===== src/sv/kbpi_pkg.sv =====
// ----------------------------------------------------------------------------
// kbpi_pkg: shared types and constants for the bicycle pose integrator
// Fixed-point constants, datapath widths, sequencer states and CORDIC table.
// ----------------------------------------------------------------------------
package kbpi_pkg;

   // fixed-point constants
   localparam int TWO_PI_Q12   = 25736;
   localparam int PI_Q16       = 205887;
   localparam int TWO_PI_Q16   = 411775;
   localparam int HALF_PI_Q16  = 102944;
   localparam int CORDIC_GAIN  = 39797;
   localparam int CORDIC_STEPS = 16;
   localparam int STEER_LIMIT  = 6000;
   localparam int SPEED_RESET  = 896;
   localparam int WB_RESET     = 691;
   localparam int MST_RESET    = 6554;

   // heading modulo by reciprocal: floor(2^32 / 2pi_q12), quotient low by at most one
   localparam int MOD_SHIFT = 32;
   localparam int MOD_RECIP = int'((64'd1 << MOD_SHIFT) / 64'(TWO_PI_Q12));

   // datapath widths
   localparam int ANG_W = 21;   // CORDIC angle, Q16 radians
   localparam int CV_W  = 20;   // CORDIC vector
   localparam int MA_W  = 34;   // multiplier operand a
   localparam int MB_W  = 19;   // multiplier operand b
   localparam int MP_W  = 53;   // multiplier product
   localparam int DVD_W = 52;   // divider dividend / quotient
   localparam int DSR_W = 38;   // divider divisor / remainder
   localparam int CNT_W = $clog2(DVD_W);
   localparam int ITER_W = $clog2(CORDIC_STEPS);

   typedef logic signed [ANG_W-1:0] ang_type;
   typedef logic signed [CV_W-1:0]  cv_type;

   typedef enum logic [2:0] {
      ST_IDLE,
      ST_CORD_H,
      ST_CORD_S,
      ST_MUL,
      ST_DIV_B,
      ST_MOD,
      ST_DONE
   } state_type;

   typedef enum logic {
      REG_WHEELBASE = 1'b0,
      REG_MAX_STEP  = 1'b1
   } reg_type;

   typedef enum logic {
      OP_STEP = 1'b0,
      OP_LOAD = 1'b1
   } op_type;

   // divider result bundle
   typedef struct packed {
      logic             done;
      logic [DVD_W-1:0] quotient;
   } div_res_type;

   // arctangent of 2^-i in Q16
   function automatic ang_type atan_q16(input logic [ITER_W-1:0] i);
      ang_type r;
      unique case (i)
         4'd0:    r = ANG_W'(51472);
         4'd1:    r = ANG_W'(30386);
         4'd2:    r = ANG_W'(16055);
         4'd3:    r = ANG_W'(8150);
         4'd4:    r = ANG_W'(4091);
         4'd5:    r = ANG_W'(2047);
         4'd6:    r = ANG_W'(1024);
         4'd7:    r = ANG_W'(512);
         4'd8:    r = ANG_W'(256);
         4'd9:    r = ANG_W'(128);
         4'd10:   r = ANG_W'(64);
         4'd11:   r = ANG_W'(32);
         4'd12:   r = ANG_W'(16);
         4'd13:   r = ANG_W'(8);
         4'd14:   r = ANG_W'(4);
         default: r = ANG_W'(2);
      endcase
      return r;
   endfunction

endpackage


===== src/sv/kinematic_bicycle_pose_integrator.sv =====
// ----------------------------------------------------------------------------
// kinematic_bicycle_pose_integrator: Euler-step bicycle model pose tracker
// Keeps x, y, heading and speed; load items set them, step items advance them.
// ----------------------------------------------------------------------------
//  channel  direction  handshake          payload
//  req      in         req_valid/stall    op, elapsed_time, steer, accel, load_*
//  rsp      out        rsp_valid/stall    pos_x, pos_y, heading, speed
//  csr      in         APB, pready high   wheelbase, max_step_time
//
//  A step transaction makes two CORDIC passes (heading, then steer), uses the
//  shared multiplier, then the serial divider (steering term), then the
//  shared multiplier again for the heading modulo; its result then enters the
//  output register. A load goes through the done state to the output
//  register. req_stall is high from acceptance until the result enters the
//  output register; the output register waits on rsp_stall. Sync reset.
// ----------------------------------------------------------------------------
module kinematic_bicycle_pose_integrator (
   input  logic               clock,
   input  logic               reset,
   // request channel
   input  logic               req_valid,
   output logic               req_stall,
   input  logic               req_op,
   input  logic [15:0]        req_elapsed_time,
   input  logic signed [13:0] req_steer_angle,
   input  logic signed [15:0] req_accel_cmd,
   input  logic signed [31:0] req_load_x,
   input  logic signed [31:0] req_load_y,
   input  logic signed [15:0] req_load_heading,
   input  logic [15:0]        req_load_speed,
   // response channel
   output logic               rsp_valid,
   input  logic               rsp_stall,
   output logic signed [31:0] rsp_pos_x,
   output logic signed [31:0] rsp_pos_y,
   output logic signed [15:0] rsp_heading,
   output logic [15:0]        rsp_speed,
   // configuration port
   input  logic               csr_psel,
   input  logic               csr_penable,
   input  logic               csr_pwrite,
   input  logic [2:0]         csr_paddr,
   input  logic [31:0]        csr_pwdata,
   output logic [31:0]        csr_prdata,
   output logic               csr_pready
);
   import kbpi_pkg::*;

   localparam logic signed [15:0] K_STEER = 16'(STEER_LIMIT);
   localparam logic [16:0]        K_2PI   = 17'(TWO_PI_Q12);
   localparam logic [31:0]        K_MOD   = 32'(TWO_PI_Q12);

   // configuration registers
   logic [15:0] wb_cfg_ff, mst_cfg_ff;
   reg_type     csr_idx;
   logic        csr_wr;

   assign csr_idx    = reg_type'(csr_paddr[2]);
   assign csr_wr     = csr_psel && csr_penable && csr_pwrite;
   assign csr_pready = 1'b1;

   always_ff @(posedge clock) begin
      if (reset) begin
         wb_cfg_ff  <= 16'(WB_RESET);
         mst_cfg_ff <= 16'(MST_RESET);
      end else if (csr_wr) begin
         unique case (csr_idx)
            REG_WHEELBASE: wb_cfg_ff  <= csr_pwdata[15:0];
            REG_MAX_STEP:  mst_cfg_ff <= csr_pwdata[15:0];
            default:       ;
         endcase
      end
   end

   always_comb begin
      unique case (csr_idx)
         REG_WHEELBASE: csr_prdata = {16'b0, wb_cfg_ff};
         REG_MAX_STEP:  csr_prdata = {16'b0, mst_cfg_ff};
         default:       csr_prdata = '0;
      endcase
   end

   // control and state registers
   state_type          state_ff, state_in;
   logic [2:0]         mstep_ff, mstep_in;
   logic signed [31:0] cur_x_ff, cur_y_ff;
   logic signed [15:0] cur_h_ff;
   logic [15:0]        cur_v_ff;
   logic signed [31:0] res_x_ff, res_y_ff;
   logic signed [15:0] res_h_ff;
   logic [15:0]        res_v_ff;
   logic               rsp_valid_ff;
   logic signed [31:0] rsp_x_ff, rsp_y_ff;
   logic signed [15:0] rsp_h_ff;
   logic [15:0]        rsp_v_ff;

   // latched step operands and intermediates
   logic [15:0]             dt_ff, wb_ff;
   logic signed [15:0]      steer_ff, accel_ff;
   logic signed [MB_W-1:0]  hc_ff, hs_ff, sc_ff, ss_ff;
   logic [MA_W-1:0]         dv_ff;
   logic signed [32:0]      pa_ff;
   logic [DSR_W-1:0]        den_ff;
   logic signed [MP_W-1:0]  px_ff, py_ff;
   logic                    num_neg_ff, sum_neg_ff;
   logic [31:0]             hm_ff;   // |heading sum|, below 2^32 over the input range

   logic                    req_acc;
   assign req_acc   = req_valid && !req_stall;
   assign req_stall = (state_ff != ST_IDLE);

   // shared units
   logic                   cord_start;
   logic signed [15:0]     cord_angle;
   logic                   cord_done;
   cv_type                 cord_cos, cord_sin;
   logic                   div_start;
   logic [DVD_W-1:0]       div_dvd;
   logic [DSR_W-1:0]       div_dsr;
   div_res_type            div_res;
   logic signed [MA_W-1:0] mul_a;
   logic signed [MB_W-1:0] mul_b;
   logic signed [MP_W-1:0] mul_p;

   kbpi_cordic u_cordic (
      .clock   (clock),
      .reset   (reset),
      .start   (cord_start),
      .angle   (cord_angle),
      .done    (cord_done),
      .cos_out (cord_cos),
      .sin_out (cord_sin)
   );

   kbpi_div u_div (
      .clock    (clock),
      .reset    (reset),
      .start    (div_start),
      .dividend (div_dvd),
      .divisor  (div_dsr),
      .result   (div_res)
   );

   kbpi_mul u_mul (
      .clock   (clock),
      .op_a    (mul_a),
      .op_b    (mul_b),
      .product (mul_p)
   );

   // request conditioning: clamp time and steer, guard wheel base
   logic [15:0]        dt_c, wb_c;
   logic signed [15:0] steer_x, steer_c;
   always_comb begin
      dt_c    = (req_elapsed_time > mst_cfg_ff) ? mst_cfg_ff : req_elapsed_time;
      wb_c    = (wb_cfg_ff == 16'd0) ? 16'd1 : wb_cfg_ff;
      steer_x = {{2{req_steer_angle[13]}}, req_steer_angle};
      if (steer_x > K_STEER) begin
         steer_c = K_STEER;
      end else if (steer_x < -K_STEER) begin
         steer_c = -K_STEER;
      end else begin
         steer_c = steer_x;
      end
   end

   // loaded heading: truncated modulo 2pi, one subtract covers 16-bit range
   logic [16:0]        lh_mag, lh_red;
   logic signed [15:0] lh_wrap;
   always_comb begin
      lh_mag  = req_load_heading[15] ? -{1'b1, req_load_heading}
                                     : {1'b0, req_load_heading};
      lh_red  = (lh_mag >= K_2PI) ? (lh_mag - K_2PI) : lh_mag;
      lh_wrap = req_load_heading[15] ? -16'(lh_red) : 16'(lh_red);
   end

   // multiplier operand schedule
   always_comb begin
      mul_a = '0;
      mul_b = '0;
      if (state_ff == ST_MOD) begin
         // reciprocal estimate of the quotient, then quotient times 2pi
         if (mstep_ff == 3'd0) begin
            mul_a = {2'b0, hm_ff};
            mul_b = MB_W'(MOD_RECIP);
         end else begin
            mul_a = MA_W'(mul_p[MOD_SHIFT+17:MOD_SHIFT]);
            mul_b = MB_W'(TWO_PI_Q12);
         end
      end else begin
         unique case (mstep_ff)
            3'd0: begin
               mul_a = {18'b0, dt_ff};
               mul_b = {3'b0, cur_v_ff};
            end
            3'd1: begin
               mul_a = {18'b0, dt_ff};
               mul_b = {{3{accel_ff[15]}}, accel_ff};
            end
            3'd2: begin
               mul_a = {18'b0, wb_ff};
               mul_b = sc_ff;
            end
            3'd3: begin
               mul_a = dv_ff;
               mul_b = hc_ff;
            end
            3'd4: begin
               mul_a = dv_ff;
               mul_b = hs_ff;
            end
            3'd5: begin
               mul_a = dv_ff;
               mul_b = ss_ff;
            end
            default: begin
               mul_a = '0;
               mul_b = '0;
            end
         endcase
      end
   end

   // steering term sign-magnitude, heading sum and its remainder
   logic [MP_W-1:0]        num_mag;
   logic signed [MP_W-1:0] beta, hsum, hsum_mag;
   logic [31:0]            mod_r, h_rem;
   logic signed [15:0]     h_wrap;
   always_comb begin
      num_mag  = mul_p[MP_W-1] ? -mul_p : mul_p;
      beta     = num_neg_ff ? -MP_W'(div_res.quotient) : MP_W'(div_res.quotient);
      hsum     = MP_W'(cur_h_ff) + beta;
      hsum_mag = hsum[MP_W-1] ? -hsum : hsum;
      // estimate is at most one short, so one correction
      mod_r    = hm_ff - mul_p[31:0];
      h_rem    = (mod_r >= K_MOD) ? (mod_r - K_MOD) : mod_r;
      h_wrap   = sum_neg_ff ? -16'(h_rem) : 16'(h_rem);
   end

   // position and speed updates, truncated toward zero
   logic [MP_W-1:0]     pxm, pym;
   logic signed [33:0]  dx, dy, nx, ny;
   logic signed [31:0]  sx, sy;
   logic [32:0]         pam;
   logic signed [18:0]  dvv, nsp;
   logic [15:0]         sv;
   always_comb begin
      pxm = px_ff[MP_W-1] ? -px_ff : px_ff;
      pym = py_ff[MP_W-1] ? -py_ff : py_ff;
      dx  = px_ff[MP_W-1] ? -34'(pxm >> 24) : 34'(pxm >> 24);
      dy  = py_ff[MP_W-1] ? -34'(pym >> 24) : 34'(pym >> 24);
      nx  = 34'(cur_x_ff) + dx;
      ny  = 34'(cur_y_ff) + dy;
      if (nx > 34'sd2147483647) begin
         sx = 32'sh7fffffff;
      end else if (nx < -34'sd2147483648) begin
         sx = 32'sh80000000;
      end else begin
         sx = nx[31:0];
      end
      if (ny > 34'sd2147483647) begin
         sy = 32'sh7fffffff;
      end else if (ny < -34'sd2147483648) begin
         sy = 32'sh80000000;
      end else begin
         sy = ny[31:0];
      end
      pam = pa_ff[32] ? -pa_ff : pa_ff;
      dvv = pa_ff[32] ? -19'(pam >> 16) : 19'(pam >> 16);
      nsp = {3'b0, cur_v_ff} + dvv;
      if (nsp < 0) begin
         sv = 16'd0;
      end else if (nsp > 19'sd65535) begin
         sv = 16'hffff;
      end else begin
         sv = nsp[15:0];
      end
   end

   logic out_free;
   assign out_free = !rsp_valid_ff || !rsp_stall;

   // sequencer: next state and unit starts
   always_comb begin
      state_in   = state_ff;
      mstep_in   = mstep_ff;
      cord_start = 1'b0;
      cord_angle = cur_h_ff;
      div_start  = 1'b0;
      div_dvd    = num_mag[DVD_W-1:0];
      div_dsr    = den_ff;
      unique case (state_ff)
         ST_IDLE: begin
            if (req_acc) begin
               if (op_type'(req_op) == OP_LOAD) begin
                  state_in = ST_DONE;
               end else begin
                  cord_start = 1'b1;
                  state_in   = ST_CORD_H;
               end
            end
         end
         ST_CORD_H: begin
            cord_angle = steer_ff;
            if (cord_done) begin
               cord_start = 1'b1;
               state_in   = ST_CORD_S;
            end
         end
         ST_CORD_S: begin
            cord_angle = steer_ff;
            if (cord_done) begin
               mstep_in = '0;
               state_in = ST_MUL;
            end
         end
         ST_MUL: begin
            mstep_in = mstep_ff + 1'b1;
            if (mstep_ff == 3'd6) begin
               div_start = 1'b1;
               state_in  = ST_DIV_B;
            end
         end
         ST_DIV_B: begin
            if (div_res.done) begin
               mstep_in = '0;
               state_in = ST_MOD;
            end
         end
         ST_MOD: begin
            mstep_in = mstep_ff + 1'b1;
            if (mstep_ff == 3'd2) begin
               state_in = ST_DONE;
            end
         end
         ST_DONE: begin
            if (out_free) begin
               state_in = ST_IDLE;
            end
         end
         default: state_in = ST_IDLE;
      endcase
   end

   always_ff @(posedge clock) begin
      if (reset) begin
         state_ff <= ST_IDLE;
         mstep_ff <= '0;
      end else begin
         state_ff <= state_in;
         mstep_ff <= mstep_in;
      end
   end

   // datapath captures
   always_ff @(posedge clock) begin
      if (state_ff == ST_IDLE && req_acc) begin
         dt_ff    <= dt_c;
         wb_ff    <= wb_c;
         steer_ff <= steer_c;
         accel_ff <= req_accel_cmd;
         res_x_ff <= req_load_x;
         res_y_ff <= req_load_y;
         res_h_ff <= lh_wrap;
         res_v_ff <= req_load_speed;
      end
      if (state_ff == ST_CORD_H && cord_done) begin
         hc_ff <= cord_cos[MB_W-1:0];
         hs_ff <= cord_sin[MB_W-1:0];
      end
      if (state_ff == ST_CORD_S && cord_done) begin
         sc_ff <= (cord_cos < 1) ? MB_W'(1) : cord_cos[MB_W-1:0];
         ss_ff <= cord_sin[MB_W-1:0];
      end
      if (state_ff == ST_MUL) begin
         unique case (mstep_ff)
            3'd1:    dv_ff  <= mul_p[MA_W-1:0];
            3'd2:    pa_ff  <= mul_p[32:0];
            3'd3:    den_ff <= {mul_p[DSR_W-5:0], 4'b0000};
            3'd4:    px_ff  <= mul_p;
            3'd5:    py_ff  <= mul_p;
            3'd6:    num_neg_ff <= mul_p[MP_W-1];
            default: ;
         endcase
      end
      if (state_ff == ST_DIV_B && div_res.done) begin
         sum_neg_ff <= hsum[MP_W-1];
         hm_ff      <= hsum_mag[31:0];
      end
      if (state_ff == ST_MOD && mstep_ff == 3'd2) begin
         res_x_ff <= sx;
         res_y_ff <= sy;
         res_h_ff <= h_wrap;
         res_v_ff <= sv;
      end
   end

   // pose state and output register
   always_ff @(posedge clock) begin
      if (reset) begin
         cur_x_ff     <= '0;
         cur_y_ff     <= '0;
         cur_h_ff     <= '0;
         cur_v_ff     <= 16'(SPEED_RESET);
         rsp_valid_ff <= 1'b0;
      end else if (state_ff == ST_DONE && out_free) begin
         cur_x_ff     <= res_x_ff;
         cur_y_ff     <= res_y_ff;
         cur_h_ff     <= res_h_ff;
         cur_v_ff     <= res_v_ff;
         rsp_valid_ff <= 1'b1;
      end else if (!rsp_stall) begin
         rsp_valid_ff <= 1'b0;
      end
   end

   always_ff @(posedge clock) begin
      if (state_ff == ST_DONE && out_free) begin
         rsp_x_ff <= res_x_ff;
         rsp_y_ff <= res_y_ff;
         rsp_h_ff <= res_h_ff;
         rsp_v_ff <= res_v_ff;
      end
   end

   assign rsp_valid   = rsp_valid_ff;
   assign rsp_pos_x   = rsp_x_ff;
   assign rsp_pos_y   = rsp_y_ff;
   assign rsp_heading = rsp_h_ff;
   assign rsp_speed   = rsp_v_ff;

endmodule


===== src/sv/kbpi_cordic.sv =====
// ----------------------------------------------------------------------------
// kbpi_cordic: iterative rotation CORDIC
// Takes a Q3.12 angle, returns cos and sin in Q16 after one step per cycle.
// ----------------------------------------------------------------------------
module kbpi_cordic (
   input  logic                  clock,
   input  logic                  reset,
   input  logic                  start,
   input  logic signed [15:0]    angle,
   output logic                  done,
   output kbpi_pkg::cv_type      cos_out,
   output kbpi_pkg::cv_type      sin_out
);
   import kbpi_pkg::*;

   localparam ang_type K_PI      = ANG_W'(PI_Q16);
   localparam ang_type K_TWO_PI  = ANG_W'(TWO_PI_Q16);
   localparam ang_type K_HALF_PI = ANG_W'(HALF_PI_Q16);

   logic              run_ff, run_in;
   logic              done_ff, done_in;
   logic [ITER_W-1:0] cnt_ff, cnt_in;
   logic              flip_ff, flip_in;
   cv_type            x_ff, x_in, y_ff, y_in;
   ang_type           z_ff, z_in;

   ang_type z0, zr;
   logic    fl;
   cv_type  sx, sy;
   ang_type at;

   // range reduction into [-pi/2, pi/2]
   always_comb begin
      z0 = {angle[15], angle, 4'b0000};
      zr = z0;
      fl = 1'b0;
      if (zr > K_PI) begin
         zr = zr - K_TWO_PI;
      end else if (zr < -K_PI) begin
         zr = zr + K_TWO_PI;
      end
      if (zr > K_HALF_PI) begin
         zr = zr - K_PI;
         fl = 1'b1;
      end else if (zr < -K_HALF_PI) begin
         zr = zr + K_PI;
         fl = 1'b1;
      end
   end

   // one micro-rotation per cycle
   always_comb begin
      sx      = x_ff >>> cnt_ff;
      sy      = y_ff >>> cnt_ff;
      at      = atan_q16(cnt_ff);
      run_in  = run_ff;
      done_in = 1'b0;
      cnt_in  = cnt_ff;
      flip_in = flip_ff;
      x_in    = x_ff;
      y_in    = y_ff;
      z_in    = z_ff;
      if (start) begin
         run_in  = 1'b1;
         cnt_in  = '0;
         flip_in = fl;
         x_in    = CV_W'(CORDIC_GAIN);
         y_in    = '0;
         z_in    = zr;
      end else if (run_ff) begin
         if (z_ff >= 0) begin
            x_in = x_ff - sy;
            y_in = y_ff + sx;
            z_in = z_ff - at;
         end else begin
            x_in = x_ff + sy;
            y_in = y_ff - sx;
            z_in = z_ff + at;
         end
         cnt_in = cnt_ff + 1'b1;
         if (cnt_ff == ITER_W'(CORDIC_STEPS - 1)) begin
            run_in  = 1'b0;
            done_in = 1'b1;
         end
      end
   end

   always_ff @(posedge clock) begin
      if (reset) begin
         run_ff  <= 1'b0;
         done_ff <= 1'b0;
         cnt_ff  <= '0;
      end else begin
         run_ff  <= run_in;
         done_ff <= done_in;
         cnt_ff  <= cnt_in;
      end
      flip_ff <= flip_in;
      x_ff    <= x_in;
      y_ff    <= y_in;
      z_ff    <= z_in;
   end

   assign done    = done_ff;
   assign cos_out = flip_ff ? -x_ff : x_ff;
   assign sin_out = flip_ff ? -y_ff : y_ff;

endmodule


===== src/sv/kbpi_div.sv =====
// ----------------------------------------------------------------------------
// kbpi_div: serial restoring divider
// Unsigned quotient, one quotient bit per cycle.
// ----------------------------------------------------------------------------
module kbpi_div (
   input  logic                          clock,
   input  logic                          reset,
   input  logic                          start,
   input  logic [kbpi_pkg::DVD_W-1:0]    dividend,
   input  logic [kbpi_pkg::DSR_W-1:0]    divisor,
   output kbpi_pkg::div_res_type         result
);
   import kbpi_pkg::*;

   logic             run_ff, run_in;
   logic             done_ff, done_in;
   logic [CNT_W-1:0] cnt_ff, cnt_in;
   logic [DVD_W-1:0] dvd_ff, dvd_in;
   logic [DSR_W-1:0] rem_ff, rem_in;
   logic [DSR_W-1:0] dsr_ff, dsr_in;
   logic [DSR_W:0]   trial;
   logic [DSR_W:0]   diff;

   // shift, trial subtract, restore
   always_comb begin
      trial   = {rem_ff, dvd_ff[DVD_W-1]};
      diff    = trial - {1'b0, dsr_ff};
      run_in  = run_ff;
      done_in = 1'b0;
      cnt_in  = cnt_ff;
      dvd_in  = dvd_ff;
      rem_in  = rem_ff;
      dsr_in  = dsr_ff;
      if (start) begin
         run_in = 1'b1;
         cnt_in = '0;
         dvd_in = dividend;
         rem_in = '0;
         dsr_in = divisor;
      end else if (run_ff) begin
         if (trial >= {1'b0, dsr_ff}) begin
            rem_in = diff[DSR_W-1:0];
            dvd_in = {dvd_ff[DVD_W-2:0], 1'b1};
         end else begin
            rem_in = trial[DSR_W-1:0];
            dvd_in = {dvd_ff[DVD_W-2:0], 1'b0};
         end
         cnt_in = cnt_ff + 1'b1;
         if (cnt_ff == CNT_W'(DVD_W - 1)) begin
            run_in  = 1'b0;
            done_in = 1'b1;
         end
      end
   end

   always_ff @(posedge clock) begin
      if (reset) begin
         run_ff  <= 1'b0;
         done_ff <= 1'b0;
         cnt_ff  <= '0;
      end else begin
         run_ff  <= run_in;
         done_ff <= done_in;
         cnt_ff  <= cnt_in;
      end
      dvd_ff <= dvd_in;
      rem_ff <= rem_in;
      dsr_ff <= dsr_in;
   end

   assign result.done     = done_ff;
   assign result.quotient = dvd_ff;

endmodule


===== src/sv/kbpi_mul.sv =====
// ----------------------------------------------------------------------------
// kbpi_mul: shared signed multiplier
// One signed product per cycle, registered at the output.
// ----------------------------------------------------------------------------
module kbpi_mul (
   input  logic                              clock,
   input  logic signed [kbpi_pkg::MA_W-1:0]  op_a,
   input  logic signed [kbpi_pkg::MB_W-1:0]  op_b,
   output logic signed [kbpi_pkg::MP_W-1:0]  product
);
   import kbpi_pkg::*;

   logic signed [MP_W-1:0] p_ff, p_in;

   // operands sign-extend to product width
   assign p_in = op_a * op_b;

   always_ff @(posedge clock) begin
      p_ff <= p_in;
   end

   assign product = p_ff;

endmodule


===== config.mk =====
export PLATFORM = sky130hd
export DESIGN_NAME = kinematic_bicycle_pose_integrator
export DESIGN_NICKNAME = d
export VERILOG_FILES = /design/src/sv/kbpi_pkg.sv /design/src/sv/kinematic_bicycle_pose_integrator.sv /design/src/sv/kbpi_cordic.sv /design/src/sv/kbpi_div.sv /design/src/sv/kbpi_mul.sv
export SDC_FILE = /design/constraint.sdc
export NUM_CORES = 2
export LEC_CHECK = 0
export ABC_AREA = 1
export BUFFER_PORTS_ARGS = -buffer_cell sky130_fd_sc_hd__buf_2
export CORE_ASPECT_RATIO = 0.8
export CORE_UTILIZATION = 25
export CTS_BUF_LIST = sky130_fd_sc_hd__clkbuf_8 sky130_fd_sc_hd__clkbuf_16
export DETAILED_ROUTE_END_ITERATION = 7
export PLACE_DENSITY_LB_ADDON = 0.25
export SYNTH_ARGS = -nofsm -noshare
export SYNTH_HDL_FRONTEND = slang
export SYNTH_SLANG_ARGS = --single-unit

===== constraint.sdc =====
create_clock -name clock -period 8.1 [get_ports clock]
set_clock_uncertainty 0.05 [all_clocks]
set_input_delay 1.215 -clock clock [delete_from_list [all_inputs] [get_ports clock]]
set_output_delay 1.215 -clock clock [all_outputs]
set_load 0.01 [all_outputs]

==> impl_results.md <==
- CTS Buf Count: 108
- Hold Path Class: flip-flop to flip-flop
- Worst Path Required: 8710 ps
- CTS tree: yes
- Rows: 191
- CP max-delay cell: fa_1
- Critical path class: flip-flop to flip-flop
- Status: finished, final reports clean
- WHS: 364.3 ps
- Top-area cell type share of the netlist area: 0.2389
- Syn-to-layout area delta: 19.19%
- Worst Setup End Kind: flip-flop
- Syn avg cell area: 7.841 um^2
- Post-synthesis async set-or-reset flop share: 0
- PortBufs: 280
- Vias: 74,910
- Final wirelength: 319,100 um
- Pwr/cell area: 392.4 nW/um^2
- Vias per inst: 4.612
- Initial core utilization: 0.2517
- Synth unique cells: 69
- MaxCap Viol Count: 0
- Final #Nets: 12,880
- Pin count of the biggest net entering global routing: 121
- Mapped Cells: 10,890
- Worst slew pin tran: 1112 ps
- Violation count after the first detailed-route iteration: 6,680
- Gr ovfl total: 0
- First-pass GRT wire length: 464,900 um
- Worst-case clock buffer depth: 3
- # hold bufs at CTS: 0
- Total GRT Usage: 0.1798
- Leakage power: 0.04670 uW
- Sequential cell area: 26,330 um^2
- HPWL after DPL: 255,400 um
- Top cell type by total area after synthesis: edfxtp_1
- EDFF count, synth: 679
- Final Critical Period: 7943 ps
- # fillers: 36,640
- Seq cells post-synth: 975
- Synth warn: 0
- Setup violators final: 0
- Clock H-tree levels: 3
- Slew HR: 0.2584
- Total I/O pin count: 316
- Fin crit share: 0.9806
- Hold Vio Cnt, Final: 0
- Layout cells sized above 1: 0.1281
- Die area: 343,700 um^2
- Main synth FF type: edfxtp_1
- Most frequent CP cell: buf_4
- Final Wtd Congestion: 0.9407
- Vias in the first global route: 70,760
- Clock tree sinks: 975
- CTS clk-pin slew, worst paths: 70 ps
- Area of the multi-input gates: 52,880 um^2
- Chip width: 655.2 um
- Area contributors post-synth: edfxtp_1 24%, fa_1 15%, nand2_1 12%, dfxtp_1 6.9%, inv_1 6.9%
- Die Ht: 524.6 um
- Post-DR wirelength/cell: 19.65 um
- Highest Clock Rate: 125.9 MHz
- Worst-path fanout max: 8
- Clock tree root buffer cell: clkbuf_16
- Slowest stage delay, CP: 590 ps
- Antenna-violating nets left: 0
- Final Util: 0.3000
- Antenna violations before repair: 56
- Sequential fraction of the synthesis area: 0.3083
- DRT Pass-1 Iters: 8
- Total power: 39,910 uW
- Worst-Skew Late Latency: 780 ps
- Core area: 339,100 um^2
- Data arrival time of the critical path: 8560 ps
- DRC violations left: 0
- Startpoint Class: flip-flop
- Syn Std Cell Area: 85,340 um^2
- Max-slew violation count: 0
- Worst VDD drop: 0.8985 mV
sequential cells by signal (all words and copies together) (netlist names), 32 cells and up:
signal,cells
rsp_pos_y,32
res_y_ff,32
px_ff,53
u_div.rem_ff,38
u_div.dsr_ff,34
pa_ff,33
py_ff,53
u_mul.product,53
rsp_pos_x,32
cur_y_ff,32
hm_ff,32
u_div.dvd_ff,52
den_ff,34
dv_ff,34
res_x_ff,32
cur_x_ff,32
worst paths after layout:
kind                                 to                startpoint  slack (ps)  cells after the start
max           u_mul.product[48]$_DFF_P_  mstep_ff[0]$_SDFFE_PP0P_         160                     37
min          u_div.dsr_ff[33]$_DFFE_PP_      den_ff[33]$_DFFE_PP_         360                      0
max reg2reg   u_mul.product[48]$_DFF_P_  mstep_ff[0]$_SDFFE_PP0P_         160                     37
min reg2reg  u_div.dsr_ff[33]$_DFFE_PP_      den_ff[33]$_DFFE_PP_         360                      0
what timing repair did:
item / in CTS / in global routing
cloned: 0 / 1
pin swaps: 43 / 146
resized for setup: 88 / 238
endpoints found under the setup margin: 21 / 27
buffers inserted: 26 / 41
per-stage QoR:
| stage | area [um^2] | std cells | setup TNS, ps | setup WS [ps] |
|---|---|---|---|---|
| after floorplan | 85400 | 10900 | 0 | 52.02 |
| after global placement | 96070 | 15960 | -7110 | -575.9 |
| after detailed placement | 96070 | 15960 | -8018 | -616.5 |
| after CTS | 100400 | 16190 | 0 | 0.4237 |
| after global routing | 101700 | 16240 | -289.0 | -50.45 |
| final | 101700 | 16240 | 0 | 157.5 |
logic make-up after synthesis:
kind of cell / Yosys count / synth area share
AOI/OAI and AO/OA: 1534 / 0.09905
adders and majority gates: 1085 / 0.2147
buffers and inverters: 1963 / 0.08848
other: 2 / 0.00008800
xor gates and xnor gates: 581 / 0.05962
and+or+nand+nor: 4733 / 0.2283
DFF: 975 / 0.3083
muxes: 12 / 0.001407
Yosys cell counts (9+ instances only):
cell,count
nand2_1,2714
inv_1,1575
nor2_1,1144
o21ai_0,706
edfxtp_1,679
fa_1,633
a21oi_1,513
ha_1,452
xor2_1,423
nand3_1,390
dfxtp_1,296
clkbuf_1,263
nand4_1,159
xnor2_1,158
nor3_1,128
nor4_1,49
o211ai_1,49
a31oi_1,47
nand3b_1,41
nand2_2,26
or2_2,26
buf_1,25
buf_2,25
clkinv_1,25
buf_4,24
o22ai_1,23
o21a_1,22
o21bai_1,22
o31ai_1,20
a221oi_1,19
o21ai_1,19
inv_2,17
a21o_1,15
nor3b_1,13
mux2i_1,12
a21boi_0,10
a211oi_1,9
nor2_2,9
where the power goes:
part	switching [uW]	leakage [uW]	total, uW	internal (uW)
Combinational	16000	0.0362	27500	11600
Sequential	590	0.00864	7070	6480
Clock	2340	0.00187	5330	2980
worst max-delay path, delay by kind of cell, from the launching register on:
family	cells	cell delay [ps]
xor+xnor	1	130
simple gates	9	1010
compound gates	4	620
fa+ha+maj	10	3660
flops	1	370
buf+inv	13	1980
final cells by class:
class                      instances  share of cell area
multi-input combinational       7962              0.5198
tap                             4535             0.05578
sequential                       975              0.2588
clock buffer                     112             0.02711
antenna                            7           0.0001722
clock inverter                    92            0.009815
timing repair buffer             940             0.06835
inverter                        1618             0.06019
placed cells by master (no fill, tap or decap), types with 22 or more instances in the layout:
cell | netlist | routed
nand2_1 | 2714 | 2663
inv_1 | 1575 | 1557
nor2_1 | 1144 | 1120
o21ai_0 | 706 | 682
edfxtp_1 | 679 | 679
fa_1 | 633 | 599
buf_4 | 24 | 599
a21oi_1 | 513 | 494
xor2_1 | 423 | 423
ha_1 | 452 | 410
nand3_1 | 390 | 383
dfxtp_1 | 296 | 292
buf_2 | 25 | 280
nand4_1 | 159 | 159
xnor2_1 | 158 | 158
nor3_1 | 128 | 126
clkbuf_16 | 0 | 109
nand2_2 | 26 | 66
o211ai_1 | 49 | 49
nor4_1 | 49 | 47
inv_2 | 17 | 45
a31oi_1 | 47 | 45
nand3b_1 | 41 | 41
buf_12 | 0 | 40
ha_4 | 0 | 39
fa_2 | 0 | 34
or2_2 | 26 | 26
clkinv_1 | 25 | 25
o21ai_1 | 19 | 25
o22ai_1 | 23 | 23
nor2_2 | 9 | 22
o21bai_1 | 22 | 22
o21a_1 | 22 | 22
routing by layer:
| layer | up-vias | routed length [um] | track usage |
|---|---|---|---|
| li1 | 36510 | - | - |
| met1 | 35940 | 156700 | 0.2703 |
| met2 | 2142 | 134600 | 0.2710 |
| met3 | 305 | 20140 | 0.02529 |
| met4 | 14 | 7474 | 0.03757 |
| met5 | - | 93 | 0 |
Power figures use the tool's default switching activity.
